$ cat src/hw/rtl/pse_pkg.sv
// Shared types and constants of the postfix stack evaluator.
// No dependencies; the top level, pse_alu, pse_checker and the testbench refer to this package by scope.
`default_nettype none

package pse_pkg;

  localparam int StackDepth = 64;   // default operand stack size
  localparam int DataW      = 32;   // operand and result width
  localparam int DepthW     = 7;    // width of the reported stack depth
  localparam int StatusW    = 3;

  typedef enum logic [1:0] {
    KIND_PUSH    = 2'd0,
    KIND_OPERATE = 2'd1,
    KIND_FINISH  = 2'd2
  } kind_e;

  typedef enum logic [1:0] {
    OP_ADD = 2'd0,
    OP_SUB = 2'd1,
    OP_MUL = 2'd2,
    OP_DIV = 2'd3
  } op_e;

  typedef enum logic [StatusW-1:0] {
    ST_OK    = 3'd0,
    ST_FEW   = 3'd1,
    ST_FULL  = 3'd2,
    ST_DIVZ  = 3'd3,
    ST_FINAL = 3'd4
  } status_e;

  // Request from the sequencer to the arithmetic unit.
  typedef struct packed {
    logic start;
    op_e  op;
  } alu_req_t;

endpackage

`default_nettype wire

$ cat src/hw/rtl/postfix_stack_evaluator.sv
// Top level of the postfix (RPN) integer expression evaluator.
// Uses pse_pkg, pse_ram (operand stack) and pse_alu (shared arithmetic unit).
`default_nettype none

// The block takes one transfer at a time on the input stream and returns one
// result transfer for each. tuser selects push, operate or finish. Push, finish,
// the unused kind and the too-few-operands error answer directly (result
// valid the cycle after the input transfer). An operate reads the
// second-from-top entry from the stack RAM into S_READ; a zero divisor is
// caught there and answers from S_READ. Otherwise the shared unit runs in
// S_CALC: add and subtract use its adder once, multiply and divide take 32
// iterations of the shared adder, and the result is loaded when the unit
// reports done. A new item is taken in the cycle its predecessor's result is
// taken, so the block never takes a new item while one is still processed. The
// top of stack is kept in a register, so only one RAM read per operate is
// needed. Input is refused while an operation runs and while an undelivered
// result sits in the output register; the input is taken in the same cycle
// the held result is taken. Errors leave the stack as it was. The stack RAM
// is not cleared; only entries below the count are ever read.
module postfix_stack_evaluator #(
  parameter int STACK_DEPTH = pse_pkg::StackDepth
) (
  input  wire logic        clk_i,
  input  wire logic        rst_ni,
  // input stream
  input  wire logic        s_tvalid_i,
  output logic             s_tready_o,
  input  wire logic [31:0] s_tdata_i,   // [31:0] operand_value
  input  wire logic [3:0]  s_tuser_i,   // [1:0] kind, [3:2] op_code
  // result stream
  output logic             m_tvalid_o,
  input  wire logic        m_tready_i,
  output logic      [39:0] m_tdata_o,   // [31:0] top_value, [38:32] stack_depth, [39] zero
  output logic      [2:0]  m_tuser_o    // [2:0] status
);

  localparam int W  = pse_pkg::DataW;
  localparam int AW = $clog2(STACK_DEPTH);
  localparam int CW = $clog2(STACK_DEPTH + 1);
  localparam int DW = pse_pkg::DepthW;

  typedef enum logic [1:0] {
    S_IDLE,   // waiting for an input transfer
    S_READ,   // second operand arriving from RAM
    S_CALC    // shared unit busy
  } state_e;

  state_e          state_q, state_d;
  logic [CW-1:0]   cnt_q, cnt_d;       // number of stored values
  logic [W-1:0]    top_q, top_d;       // copy of the top entry
  pse_pkg::op_e    op_q;

  logic                       out_valid_q;
  pse_pkg::status_e           out_status_q;
  logic [W-1:0]               out_top_q;
  logic [DW-1:0]              out_depth_q;

  // input fields
  logic          in_accept;
  logic [1:0]    in_kind;
  logic [1:0]    in_op;
  logic [W-1:0]  in_val;

  // result load
  logic              ld;
  pse_pkg::status_e  ld_status;
  logic [W-1:0]      ld_top;
  logic              ld_keep_top;      // successful finish reports a value at depth 0
  logic [CW+DW-1:0]  depth_ext;

  // RAM and unit hookup
  logic            ram_we, ram_re;
  logic [AW-1:0]   ram_waddr, ram_raddr;
  logic [W-1:0]    ram_wdata, ram_rdata;
  logic [CW-1:0]   cnt_m2;
  pse_pkg::alu_req_t alu_req;
  logic            alu_done;
  logic [W-1:0]    alu_res;

  assign in_kind   = s_tuser_i[1:0];
  assign in_op     = s_tuser_i[3:2];
  assign in_val    = s_tdata_i;
  assign s_tready_o = (state_q == S_IDLE) && (!out_valid_q || m_tready_i);
  assign in_accept = s_tvalid_i && s_tready_o;
  assign cnt_m2    = cnt_q - CW'(2);
  assign ram_raddr = cnt_m2[AW-1:0];

  always_comb begin
    state_d     = state_q;
    cnt_d       = cnt_q;
    top_d       = top_q;
    ld          = 1'b0;
    ld_status   = pse_pkg::ST_OK;
    ld_top      = top_q;
    ld_keep_top = 1'b0;
    ram_we      = 1'b0;
    ram_re      = 1'b0;
    ram_waddr   = cnt_q[AW-1:0];
    ram_wdata   = in_val;
    alu_req     = '{start: 1'b0, op: op_q};

    unique case (state_q)
      S_IDLE: begin
        if (in_accept) begin
          case (in_kind)
            pse_pkg::KIND_PUSH: begin
              ld = 1'b1;
              if (cnt_q >= CW'(STACK_DEPTH)) begin
                ld_status = pse_pkg::ST_FULL;
              end else begin
                ram_we = 1'b1;
                cnt_d  = cnt_q + 1'b1;
                top_d  = in_val;
                ld_top = in_val;
              end
            end
            pse_pkg::KIND_OPERATE: begin
              if (cnt_q < CW'(2)) begin
                ld        = 1'b1;
                ld_status = pse_pkg::ST_FEW;
              end else begin
                ram_re  = 1'b1;
                state_d = S_READ;
              end
            end
            pse_pkg::KIND_FINISH: begin
              ld = 1'b1;
              if (cnt_q != CW'(1)) begin
                ld_status = pse_pkg::ST_FINAL;
              end else begin
                cnt_d       = '0;
                ld_keep_top = 1'b1;
              end
            end
            default: ld = 1'b1;   // unused kind: report current state
          endcase
        end
      end
      S_READ: begin
        // ram_rdata is second-from-top, top_q is top
        if (op_q == pse_pkg::OP_DIV && top_q == '0) begin
          ld        = 1'b1;
          ld_status = pse_pkg::ST_DIVZ;
          state_d   = S_IDLE;
        end else begin
          alu_req.start = 1'b1;
          state_d       = S_CALC;
        end
      end
      S_CALC: begin
        if (alu_done) begin
          ram_we    = 1'b1;
          ram_waddr = cnt_m2[AW-1:0];
          ram_wdata = alu_res;
          cnt_d     = cnt_q - 1'b1;
          top_d     = alu_res;
          ld        = 1'b1;
          ld_top    = alu_res;
          state_d   = S_IDLE;
        end
      end
      default: state_d = S_IDLE;
    endcase
  end

  assign depth_ext = {{DW{1'b0}}, cnt_d};

  always_ff @(posedge clk_i or negedge rst_ni) begin
    if (!rst_ni) begin
      state_q     <= S_IDLE;
      cnt_q       <= '0;
      out_valid_q <= 1'b0;
    end else begin
      state_q     <= state_d;
      cnt_q       <= cnt_d;
      out_valid_q <= ld || (out_valid_q && !m_tready_i);
    end
  end

  // payload registers
  always_ff @(posedge clk_i) begin
    top_q <= top_d;
    if (in_accept) begin
      op_q <= pse_pkg::op_e'(in_op);
    end
    if (ld) begin
      out_status_q <= ld_status;
      out_top_q    <= (ld_keep_top || cnt_d != '0) ? ld_top : '0;
      out_depth_q  <= depth_ext[DW-1:0];
    end
  end

  assign m_tvalid_o = out_valid_q;
  assign m_tdata_o  = {1'b0, out_depth_q, out_top_q};
  assign m_tuser_o  = out_status_q;

  pse_ram #(
    .WIDTH(W),
    .DEPTH(STACK_DEPTH)
  ) u_stack (
    .clk_i  (clk_i),
    .we_i   (ram_we),
    .waddr_i(ram_waddr),
    .wdata_i(ram_wdata),
    .re_i   (ram_re),
    .raddr_i(ram_raddr),
    .rdata_o(ram_rdata)
  );

  pse_alu u_alu (
    .clk_i   (clk_i),
    .rst_ni  (rst_ni),
    .req_i   (alu_req),
    .a_i     (ram_rdata),
    .b_i     (top_q),
    .done_o  (alu_done),
    .result_o(alu_res)
  );

endmodule

`default_nettype wire

$ cat src/hw/rtl/pse_ram.sv
// Generic single-write, single-read RAM with registered read data.
// No dependencies.
`default_nettype none

module pse_ram #(
  parameter int WIDTH = 32,
  parameter int DEPTH = 64
) (
  input  wire logic                     clk_i,
  input  wire logic                     we_i,
  input  wire logic [$clog2(DEPTH)-1:0] waddr_i,
  input  wire logic [WIDTH-1:0]         wdata_i,
  input  wire logic                     re_i,
  input  wire logic [$clog2(DEPTH)-1:0] raddr_i,
  output logic      [WIDTH-1:0]         rdata_o
);

  logic [WIDTH-1:0] mem_q [DEPTH];

  always_ff @(posedge clk_i) begin
    if (we_i) begin
      mem_q[waddr_i] <= wdata_i;
    end
    if (re_i) begin
      rdata_o <= mem_q[raddr_i];
    end
  end

endmodule

`default_nettype wire

$ cat src/hw/rtl/pse_alu.sv
// Shared arithmetic unit: one 33-bit adder, used once for add/subtract and
// 32 times for shift-add multiply and restoring divide. Uses pse_pkg.
`default_nettype none

module pse_alu (
  input  wire logic                         clk_i,
  input  wire logic                         rst_ni,
  input  wire pse_pkg::alu_req_t            req_i,
  input  wire logic [pse_pkg::DataW-1:0]    a_i,
  input  wire logic [pse_pkg::DataW-1:0]    b_i,
  output logic                              done_o,
  output logic      [pse_pkg::DataW-1:0]    result_o
);

  localparam int W = pse_pkg::DataW;

  typedef enum logic [1:0] {
    A_IDLE,
    A_MUL,
    A_DIV
  } astate_e;

  astate_e                 state_q;
  logic [$clog2(W)-1:0]    step_q;
  logic [W-1:0]            acc_q;   // product accumulator / partial remainder
  logic [W-1:0]            mq_q;    // multiplier / dividend-quotient shift
  logic [W-1:0]            mc_q;    // multiplicand / divisor magnitude
  logic                    neg_q;

  logic [W:0] add_x, add_y, sum;
  logic       add_sub;
  logic       qbit;
  logic [W-1:0] rem_next, q_next;
  logic [W-1:0] a_mag, b_mag;

  // the one shared adder
  always_comb begin
    add_x   = {1'b0, a_i};
    add_y   = {1'b0, b_i};
    add_sub = (req_i.op == pse_pkg::OP_SUB);
    unique case (state_q)
      A_MUL: begin
        add_x   = {1'b0, acc_q};
        add_y   = mq_q[0] ? {1'b0, mc_q} : '0;
        add_sub = 1'b0;
      end
      A_DIV: begin
        add_x   = {acc_q, mq_q[W-1]};
        add_y   = {1'b0, mc_q};
        add_sub = 1'b1;
      end
      default: ;
    endcase
    sum = add_x + (add_sub ? ~add_y : add_y) + {{W{1'b0}}, add_sub};
  end

  // restoring step: no borrow means the divisor fits
  assign qbit     = ~sum[W];
  assign rem_next = qbit ? sum[W-1:0] : add_x[W-1:0];
  assign q_next   = {mq_q[W-2:0], qbit};

  assign a_mag = a_i[W-1] ? (~a_i + W'(1)) : a_i;
  assign b_mag = b_i[W-1] ? (~b_i + W'(1)) : b_i;

  always_ff @(posedge clk_i or negedge rst_ni) begin
    if (!rst_ni) begin
      state_q <= A_IDLE;
      done_o  <= 1'b0;
      step_q  <= '0;
    end else begin
      done_o <= 1'b0;
      unique case (state_q)
        A_IDLE: begin
          if (req_i.start) begin
            step_q <= '0;
            case (req_i.op)
              pse_pkg::OP_ADD, pse_pkg::OP_SUB: begin
                result_o <= sum[W-1:0];
                done_o   <= 1'b1;
              end
              pse_pkg::OP_MUL: begin
                acc_q   <= '0;
                mq_q    <= b_i;
                mc_q    <= a_i;
                state_q <= A_MUL;
              end
              default: begin
                acc_q   <= '0;
                mq_q    <= a_mag;
                mc_q    <= b_mag;
                neg_q   <= a_i[W-1] ^ b_i[W-1];
                state_q <= A_DIV;
              end
            endcase
          end
        end
        A_MUL: begin
          acc_q  <= sum[W-1:0];
          mq_q   <= mq_q >> 1;
          mc_q   <= mc_q << 1;
          step_q <= step_q + 1'b1;
          if (step_q == '1) begin
            result_o <= sum[W-1:0];
            done_o   <= 1'b1;
            state_q  <= A_IDLE;
          end
        end
        A_DIV: begin
          acc_q  <= rem_next;
          mq_q   <= q_next;
          step_q <= step_q + 1'b1;
          if (step_q == '1) begin
            result_o <= neg_q ? (~q_next + W'(1)) : q_next;
            done_o   <= 1'b1;
            state_q  <= A_IDLE;
          end
        end
        default: state_q <= A_IDLE;
      endcase
    end
  end

endmodule

`default_nettype wire

$ cat config.mk
export PLATFORM = sky130hd
export DESIGN_NAME = postfix_stack_evaluator
export DESIGN_NICKNAME = d
export VERILOG_FILES = /design/src/hw/rtl/pse_pkg.sv /design/src/hw/rtl/postfix_stack_evaluator.sv /design/src/hw/rtl/pse_ram.sv /design/src/hw/rtl/pse_alu.sv
export SDC_FILE = /design/constraint.sdc
export NUM_CORES = 2
export LEC_CHECK = 0
export BUFFER_PORTS_ARGS = -buffer_cell sky130_fd_sc_hd__buf_4
export CAP_MARGIN = 15
export CORE_UTILIZATION = 60
export DETAILED_ROUTE_END_ITERATION = 8
export GPL_TIMING_DRIVEN = 1
export PLACE_DENSITY = 0.77
export SLEW_MARGIN = 20
export SYNTH_ARGS = -nofsm -noshare
export SYNTH_HDL_FRONTEND = slang
export SYNTH_SLANG_ARGS = --single-unit
export TNS_END_PERCENT = 30
$ cat constraint.sdc
create_clock -name clk_i -period 9.6 [get_ports clk_i]
set_input_delay 1.92 -clock clk_i [delete_from_list [all_inputs] [get_ports clk_i]]
set_output_delay 1.92 -clock clk_i [all_outputs]
set_load 0.03 [all_outputs]
==> flow_metrics.py <==
metrics = {
    "finish": {
        "multiInputGateArea_sq_um": 25200,
        "final_area_sq_um": 106000,
        "nNetsFinal": 5154,
        "n_fill_cell": 9517,
        "register_area_sq_um": 68800,
        "layout-drive-gt1-share_pct": 25.6,
        "area_growth_syn_to_layout_pct": 12.0,
    },
    "cts": {
        "ctsRootBufferMaster": "clkbuf_16",
        "clkTransAtPathRegs_ns": 0.06,
        "clkSinkCount": 2303,
        "htree_depth": 4,
        "hold_buffers": 0,
        "post_cts_resized": 0,
        "postCtsSetupRepairBufs": 0,
        "skew_pair_late_insertion_delay_ns": 0.87,
        "cts-root-to-sink-buffers": 3,
        "numCtsBuffers": 220,
        "cts_tree": "yes",
    },
    "timing": {
        "timing_max_transition_violations_final": 0,
        "worst_slew_pin_slew_ns": 1.16,
        "min_period_over_period_pct": 71.7,
        "unrepaired_setup_endpoints_after_global_routing": "no",
        "layout_setup_ws_ns": 2.72,
        "skew_ns": 0.0363,
        "totalNegativeSetupSlack_ns": 0,
        "setup_viol": 0,
        "fmaxAchievable_ghz": 0.145,
        "final_hold_viol_count": 0,
        "final_period_minus_worst_setup_slack_ns": 6.88,
        "slew_headroom_pct": 22.6,
    },
    "synth": {
        "synthesized_nets": 5015,
        "most_used_standard_cell_by_instance_count_after_synthesis": "edfxtp_1",
        "synth_commonest_cells": "edfxtp_1 (2253), mux4_2 (658), nand2_1 (326)",
        "main_flop_type_after_synthesis": "edfxtp_1",
        "yosysWarningCount": 0,
        "synthDistinctLibCells": 80,
        "synthesis.area_sq_um": 94500,
        "syn_avg_cell_area_sq_um": 19.2,
        "synth_edf_count": 2253,
        "synth_area_leaders": "edfxtp_1 (72%), mux4_2 (16%), nand2_1 (1.3%)",
        "seq_area_frac_synth_pct": 72.7,
        "synth-seq-cells": 2303,
        "synth_top_area_share_pct": 71.6,
        "ys_async_sr_fraction_pct": 0.782,
        "synthDominantAreaCellType": "edfxtp_1",
        "syn-instance-count": 4925,
    },
    "worst_setup_path": {
        "timing.critical_path.slowest_cell_delay_ns": 0.83,
        "critical_path_data_arrival_time_ns": 7.45,
        "critical_path.cell_chain": "inv_1 > ha_4 > inv_4 > nor2_2 > a22oi_1 > xor2_1 > inv_1 > fa_1 > nor2b_1 > o21bai_1 > a211oi_1 > a211o_1 > a21oi_1 > a21boi_1 > buf_4 > nor2_2 > inv_2 > ha_1 > nand2b_1 > nand2b_1 > nand2b_1 > o41ai_1 > xor2_1 > a21oi_1",
        "worstPathRequired_ns": 10.17,
        "crit_path_max_fanout": 52,
        "worst_path_most_repeated_cell": "nand2b_1",
        "end_kind": "register",
        "cell_type_of_the_slowest_stage_on_the_worst_timing_path": "nor2_2",
        "timing.setup.critical_path_class": "reg -> reg",
        "setup.worst_path.start_class": "register",
    },
    "global_routing": {
        "number_of_antenna_violations_at_the_first_check_in_global_routing": 16,
        "number_of_global_route_vias_before_repair": 51800,
        "grt.overflow.total": 0,
        "grt_first_pass_wirelength_mm": 371,
        "global_route.usage.total_pct": 33.2,
        "grt_max_degree": 133,
    },
    "pwr": {
        "sw_frac_of_total_pct": 36.1,
        "cellInternalPower_mw": 22.2,
        "p_leak_nw": 33.1,
        "power.density_cell_area_nw_per_um2": 329,
        "seqPwrFrac_pct": 35.5,
        "comb_power_share_pct": 38.8,
        "p_clk_share_pct": 25.7,
        "fin_total_pwr_mw": 34.8,
        "p_sw_mw": 12.5,
        "vdd_ir_drop_max_uv": 254,
    },
    "status": {
        "run_status": "finished, final reports clean",
    },
    "route": {
        "drcViolationCount": 0,
        "mean_routed_wirelength_per_cell_um": 35.7,
        "vias_per_cell": 7.08,
        "drt_pre_antenna_iters": 6,
        "vias": 51800,
        "first_drt_iteration_drcs": 7972,
        "drt.antenna.violating_nets": 0,
        "finalWirelength_mm": 261,
    },
    "floorplan": {
        "row_count": 145,
        "floorplan.core_area_sq_um": 156000,
        "dieHeight_um": 399,
        "die-area_sq_um": 159000,
        "starting_density_of_the_core_pct": 60.4,
        "top_level_ports": 85,
        "die_w_um": 399,
    },
    "placement": {
        "detailed_place.area_sq_um": 98400,
        "numPortBuffers": 83,
        "gp_congestion": 0.986,
        "place_worst_setup_slack_ns": 2.89,
        "dpl.hpwl_mm": 144,
    },
    "min_path": {
        "worstHoldPathType": "reg -> reg",
    },
    "job": {
        "maxCapViolations": 0,
    },
}
[cell families after synthesis]
family	synth area share (%)
flops	72.7
simple gates	4.01
mux	15.9
compound gates	3.90
buf+inv	1.44
xor+xnor	1.33
fa+ha+maj	0.670
other cells	0.00397
[critical path, delay by kind of cell (launching register included)]
| kind | cells | cell delay (ns) |
|---|---|---|
| buffers and inverters | 5 | 0.71 |
| DFF | 1 | 0.43 |
| xor gates and xnor gates | 2 | 0.44 |
| and+or+nand+nor | 6 | 1.88 |
| AOI/OAI and AO/OA | 8 | 1.90 |
| adders and majority gates | 3 | 1.22 |
[cells in the final DEF (no fill, tap or decap), drive strengths merged, types with 17 or more instances in the layout]
cell,synthesis,layout
xor2,113,113
o21ai,94,94
o31ai,34,34
mux4,658,658
a21oi,168,168
nor2,243,243
dfxtp,32,32
a211oi,29,29
buf,90,221
nor2b,17,17
nor3,38,38
a221oi,24,24
nand3,62,62
a22oi,63,63
ha,49,49
clkbuf,214,266
dfrtp,18,18
inv,38,46
clkinv,0,98
xnor2,30,30
a32oi,25,25
a31oi,31,31
or3,26,26
and2,45,45
nand2,326,326
edfxtp,2253,2253
nand2b,20,20
bufinv,0,31
[metrics by stage]
stage,hold WS (ns),instances,util (%)
after global routing,0.547,7313,67.7
after CTS,0.505,7311,67.6
final,0.502,7314,67.7
after global placement,0.490,6898,62.9
after floorplan,0.463,4925,-
after detailed placement,0.491,6899,62.9
[flip-flops by register name, summed over array words and instances, names as in the netlist, 5 cells and up]
signal           count
out_depth_q          7
out_top_q           32
cnt_q                7
u_alu.step_q         5
u_stack.mem_q     2048
u_alu.result_o      32
u_stack.rdata_o     32
u_alu.mc_q          32
u_alu.acc_q         32
u_alu.mq_q          32
top_q               32
[layout make-up]
class / instances / area share, %
well taps: 2058 / 2.43
repair buffers: 221 / 1.68
diodes: 2 / 0.00473
multi-input cells: 2280 / 23.8
clock buffers: 266 / 5.43
clock inverters: 146 / 1.52
flip-flops and latches: 2303 / 64.9
inverters: 38 / 0.137
[path summary, 6_finish.rpt]
kind                                 endpoint        startpoint  depth (start not counted)  slack, ns
max reg2reg                u_alu.result_o[26]  u_alu.state_q[0]                         24       2.72
max                        u_alu.result_o[26]  u_alu.state_q[0]                         24       2.72
min                           u_alu.step_q[4]   u_alu.step_q[4]                          1       0.50
min reg2reg                   u_alu.step_q[4]   u_alu.step_q[4]                          1       0.50
max in group asynchronous            cnt_q[0]            rst_ni                          1       8.35
min in group asynchronous          m_tvalid_o            rst_ni                          1       0.95
[power groups by stage]
| stage | combinational (mW) | clock, mW | sequential, mW |
|---|---|---|---|
| after CTS | 13.3 | 9.01 | 12.3 |
| after global routing | 14.3 | 9.34 | 12.4 |
| after detailed placement | 13.0 | 0 | 12.5 |
| after floorplan | 9.20 | 0 | 12.3 |
| final | 13.5 | 8.95 | 12.3 |
| after global placement | 13.0 | 0 | 12.5 |
[layer usage]
metal / up-vias / global-route usage [%] / share of wire [%]
li1: 20500 / - / -
met5: - / 0 / 0.023
met4: 8 / 13.0 / 4.0
met1: 26800 / 45.5 / 36
met3: 614 / 6.71 / 11
met2: 3890 / 53.2 / 49
Power figures use the tool's default switching activity.
